## src/sv/swfl_pkg.sv

```systemverilog
package swfl_pkg;

    localparam int USERS_DEF     = 256;
    localparam int LOG_DEPTH_DEF = 16;

    localparam int OP_W     = 2;
    localparam int USER_W   = 8;
    localparam int TIME_W   = 32;
    localparam int STATUS_W = 3;
    localparam int MAX_W    = 4;
    localparam int SEC_W    = 17;
    localparam int CFG_IDX_W  = 2;
    localparam int CFG_DATA_W = 17;

    localparam logic [MAX_W-1:0] MSG_LIMIT_RST      = 4'd5;
    localparam logic [SEC_W-1:0] WINDOW_SECONDS_RST = 17'd10;
    localparam logic [SEC_W-1:0] MUTE_SECONDS_RST   = 17'd60;

    typedef enum logic [OP_W-1:0] {
        OP_CHAT  = 2'd0,
        OP_CHECK = 2'd1,
        OP_LOGIN = 2'd2
    } t_op;

    typedef enum logic [STATUS_W-1:0] {
        ST_PASSED    = 3'd0,
        ST_BLOCKED   = 3'd1,
        ST_MUTED_NOW = 3'd2,
        ST_UNMUTED   = 3'd3,
        ST_NO_CHANGE = 3'd4,
        ST_RESTORED  = 3'd5
    } t_status;

    typedef enum logic [CFG_IDX_W-1:0] {
        CFG_MSG_LIMIT      = 2'd0,
        CFG_WINDOW_SECONDS = 2'd1,
        CFG_MUTE_SECONDS   = 2'd2
    } t_cfg_idx;

    typedef enum logic [2:0] {
        S_CLEAR,
        S_IDLE,
        S_LOAD,
        S_DECIDE,
        S_POP_RD,
        S_POP_CHK,
        S_APPEND,
        S_COMMIT
    } t_state;

    typedef struct packed {
        logic clear;
        logic load_item;
        logic load_user;
        logic pop_chk;
        logic append;
        logic commit;
    } t_cmd;

    typedef struct packed {
        logic clear_last;
        logic path_chat;
        logic count_zero;
        logic count_one;
        logic expired;
        logic out_free;
    } t_stat;

endpackage

```

## src/sv/swfl_ctrl.sv

```systemverilog
module swfl_ctrl (
    input  logic            i_clk,
    input  logic            i_rst_n,
    input  logic            i_in_valid,
    input  swfl_pkg::t_stat i_stat,
    output logic            o_in_stall,
    output swfl_pkg::t_cmd  o_cmd
);

    swfl_pkg::t_state r_state;
    swfl_pkg::t_state n_state;

    always_ff @(posedge i_clk) begin
        if (!i_rst_n) begin
            r_state <= swfl_pkg::S_CLEAR;
        end else begin
            r_state <= n_state;
        end
    end

    always_comb begin
        n_state    = r_state;
        o_cmd      = '0;
        o_in_stall = 1'b1;
        case (r_state)
            swfl_pkg::S_CLEAR: begin
                o_cmd.clear = 1'b1;
                if (i_stat.clear_last) begin
                    n_state = swfl_pkg::S_IDLE;
                end
            end
            swfl_pkg::S_IDLE: begin
                o_in_stall = 1'b0;
                if (i_in_valid) begin
                    o_cmd.load_item = 1'b1;
                    n_state         = swfl_pkg::S_LOAD;
                end
            end
            swfl_pkg::S_LOAD: begin
                o_cmd.load_user = 1'b1;
                n_state         = swfl_pkg::S_DECIDE;
            end
            swfl_pkg::S_DECIDE: begin
                if (!i_stat.path_chat) begin
                    n_state = swfl_pkg::S_COMMIT;
                end else if (i_stat.count_zero) begin
                    n_state = swfl_pkg::S_APPEND;
                end else begin
                    n_state = swfl_pkg::S_POP_RD;
                end
            end
            swfl_pkg::S_POP_RD: begin
                n_state = swfl_pkg::S_POP_CHK;
            end
            swfl_pkg::S_POP_CHK: begin
                o_cmd.pop_chk = 1'b1;
                // keep walking while the oldest stamp has aged out and is not the last one
                if (i_stat.expired && !i_stat.count_one) begin
                    n_state = swfl_pkg::S_POP_RD;
                end else begin
                    n_state = swfl_pkg::S_APPEND;
                end
            end
            swfl_pkg::S_APPEND: begin
                o_cmd.append = 1'b1;
                n_state      = swfl_pkg::S_COMMIT;
            end
            swfl_pkg::S_COMMIT: begin
                if (i_stat.out_free) begin
                    o_cmd.commit = 1'b1;
                    n_state      = swfl_pkg::S_IDLE;
                end
            end
            default: begin
                n_state = swfl_pkg::S_CLEAR;
            end
        endcase
    end

endmodule

```

## config.mk

```make
export PLATFORM = sky130hd
export DESIGN_NAME = swfl_ctrl
export DESIGN_NICKNAME = d
export VERILOG_FILES = /design/src/sv/swfl_pkg.sv /design/src/sv/swfl_ctrl.sv
export SDC_FILE = /design/constraint.sdc
export NUM_CORES = 1
export LEC_CHECK = 0
export BUFFER_PORTS_ARGS = -buffer_cell sky130_fd_sc_hd__buf_2
export CAP_MARGIN = 0
export CELL_PAD_IN_SITES_DETAIL_PLACEMENT = 1
export CELL_PAD_IN_SITES_GLOBAL_PLACEMENT = 1
export CORE_AREA = 2 2 39 41
export DETAILED_ROUTE_END_ITERATION = 6
export DIE_AREA = 0 0 41 43
export GPL_TIMING_DRIVEN = 0
export PLACE_DENSITY = 0.67
export RECOVER_POWER = 25
export SLEW_MARGIN = 25
export SYNTH_ARGS = -nofsm -noshare
export SYNTH_HDL_FRONTEND = slang
export SYNTH_SLANG_ARGS = --single-unit
```

## constraint.sdc

```tcl
create_clock -name i_clk -period 2 [get_ports i_clk]
set_clock_uncertainty 0.05 [all_clocks]
set_input_delay 0.3 -clock i_clk [delete_from_list [all_inputs] [get_ports i_clk]]
set_output_delay 0.3 -clock i_clk [all_outputs]
set_load 0.02 [all_outputs]
```

==> out/metrics.csv <==
stage;metric;value;unit
floorplanning;top_level_ports;16;
sta;worst_pin_slew;0.3516;ns
final_layout;final_cells;66;
detailed_routing;drt_iter0_drc;1;
place;port_buffers;15;
logic_synthesis;synth_top_area_cell;dfxtp_1;
logic_synthesis;ys_warn_count;0;
sta;setup_viol_count_final;0;
clock_tree;cts_tree;built;
detailed_routing;ant_nets;0;
worst_setup_path;crit_type;flop to primary output;
worst_setup_path;slowest_stage;dfxtp_1;
grt;grt_pass1_wl;966;um
worst_setup_path;path_cells;clkbuf_1 -> nand3b_1 -> nor2_1 -> buf_2;
logic_synthesis;synth_async_sr_flop_share;0;
place;placed_cells;62;
final_layout;largest_reg_flops;3;
clock_tree;cts_root_buf;clkbuf_4;
floorplanning;die_width;41;um
worst_setup_path;cp-end-kind;primary output;
clock_tree;cts.clk_slew.worst_paths;0.03;ns
detailed_routing;drc;0;
final_layout;fin_nets;60;
final_layout;final_cell_area;360.3;um^2
floorplanning;die_h;43;um
logic_synthesis;synthFlopType;dfxtp_1;
logic_synthesis;syn-instance-count;31;
power;p_leak;0.1745;nW
sta;max_slew_margin;0.7656;
logic_synthesis;avgSynthCellArea;7.911;um^2
sta;finalHoldViolCount;0;
sta;fin_crit;1.631;ns
final_layout;syn_to_final_growth;46.94;%
floorplanning;die_area;0.001763;mm^2
sta;rsz0062_at_grt;no;
run;max-cap-violations;0;
clock_tree;worstSkewPairLatency;0.22;ns
sta;slew_violations;0;
final_layout;regMostFlops;r_state;
logic_synthesis;ys_top_cells_by_count;4 x nand2_1, 3 x dfxtp_1, 3 x nor2_1;
clock_tree;cts_setup_buffers;0;
worst_setup_path;cpPeakStageDelay;0.37;ns
logic_synthesis;ys_types;19;
detailed_routing;routed-via-count;291;
logic_synthesis;yosysSeqAreaShare;0.2449;
grt;first_global_vias;272;
sta;finalCritPeriodShare;0.8153;
clock_tree;cts_inserted_buffers;3;
worst_setup_path;cp_top_family;buffers and inverters;
detailed_routing;avgViaCountPerCell;4.409;
logic_synthesis;synth_top_area_share;0.2449;
clock_tree;ctsHoldBuffers;0;
worst_setup_path;critPathArrivalTime;1.28;ns
clock_tree;clockBufferDepth;2;
worst_setup_path;crit_buf_inv;2;
worst_setup_path;cp-start-kind;flop;
sta;fin_tns_setup;0;ns
floorplanning;core;0.001384;mm^2
grt;antenna_found_initial;0;
power;vdd_drop_max;0.0004251;V
final_layout;diodes;0;
logic_synthesis;synthTopCellsByArea;dfxtp_1 24%, buf_6 9.2%, nand2_1 6.1%;
detailed_routing;wirelength;659;um
status;status;completed;
grt;grt_max_degree;11;
logic_synthesis;syn-cell-area;245.2;um^2
logic_synthesis;synth_edf_count;0;
grt;grt_usage;0.08233;
place;gp_congestion;0.6437;
final_layout;reg_top3;r_state (3);
detailed_routing;first_pass_iters;2;
min_path;hp-class;primary input to flop;
logic_synthesis;synth.most_common_cell;nand2_1;
clock_tree;htree_levels;1;
clock_tree;clock_sinks;3;
power;power_density;722.7;mW/mm^2
logic_synthesis;synth_nets;40;
worst_setup_path;critPathRequiredTime;1.65;ns
final_layout;drive_above_1_share;0.4400;
place;hpwl;513.9;um
worst_setup_path;worstPathMaxFanout;10;
floorplanning;start_util;0.1772;
logic_synthesis;ys_ff_latch;3;
clock_tree;post_cts_resized;0;
detailed_routing;wl_per_cell;9.985;um
place;postPlaceCellArea;340.3;um^2
grt;grt_overflow;0;
sta;fmax;613.3;MHz
floorplanning;placementRows;14;
==> power breakdown <==
group          leakage (nW)  switching, mW  internal (mW)  total [mW]
sequential           0.0247        0.00535         0.0662      0.0716
clock                0.0150         0.0275         0.0745       0.102
combinational         0.135         0.0495         0.0373      0.0868
==> metal layers <==
layer,global-route usage,part of all wire
met5,0,0
met4,0.02000,0
met3,0.04712,0.070
met2,0.1500,0.52
met1,0.07074,0.41
==> worst register-to-register path, stage by stage, from the launching register on <==
cell      delay (ns)
dfxtp_1         0.37
clkbuf_1        0.32
and3_1          0.23
o22ai_1         0.08
==> cells in the final DEF (no fill, tap or decap), types with 2 or more instances in the layout <==
cell      Yosys  routed
clkbuf_4      0       3
inv_1         2       2
nor3_1        2       2
dfxtp_1       3       3
buf_6         2       2
nor2_1        3       3
a21oi_1       2       2
nand2_1       4       4
clkbuf_1      0       2
and3_1        2       2
buf_2         1      15
==> metrics by stage <==
step                setup slack (ns)  hold WS (ns)  total power, mW    util
floorplan                     0.5331        0.3834           0.1331       -
global placement              0.7256        0.5360           0.1608  0.2459
detailed placement            0.7098        0.5345           0.1626  0.2459
CTS                           0.4661        0.2952           0.2694  0.2649
global route                  0.2671        0.3032           0.2788  0.2604
finish                        0.3694        0.3040           0.2604  0.2604
==> cells by family (layout without fill, tap and decap cells) <==
group,after synthesis,count (layout),share of synthesized area
AO/OA/AOI/OAI,7,7,0.2194
AND/OR/NAND/NOR,16,16,0.3928
buffers and inverters,5,24,0.1428
flip-flops,3,3,0.2449
==> path summary, 6_finish.rpt <==
| kind | depth (start not counted) | slack, ns | startpoint | to |
|---|---|---|---|---|
| worst max-delay path | 4 | 0.37 | r_state[2] | o_cmd[4] |
| worst min-delay path | 2 | 0.30 | i_rst_n | r_state[0] |
| worst max register to register | 3 | 0.84 | r_state[2] | r_state[1] |
| worst min register to register | 3 | 0.57 | r_state[1] | r_state[1] |
==> final cells by class <==
class	instances	area [um^2]
plain buffers	3	26.28
clock buffers	4	26.28
fillers	186	1023
inverters	2	7.507
multi-input cells	23	145.1
flip-flops and latches	3	60.06
well taps	16	20.02
repair buffers	15	75.07
Note: power is estimated with default switching activity, not from simulation.
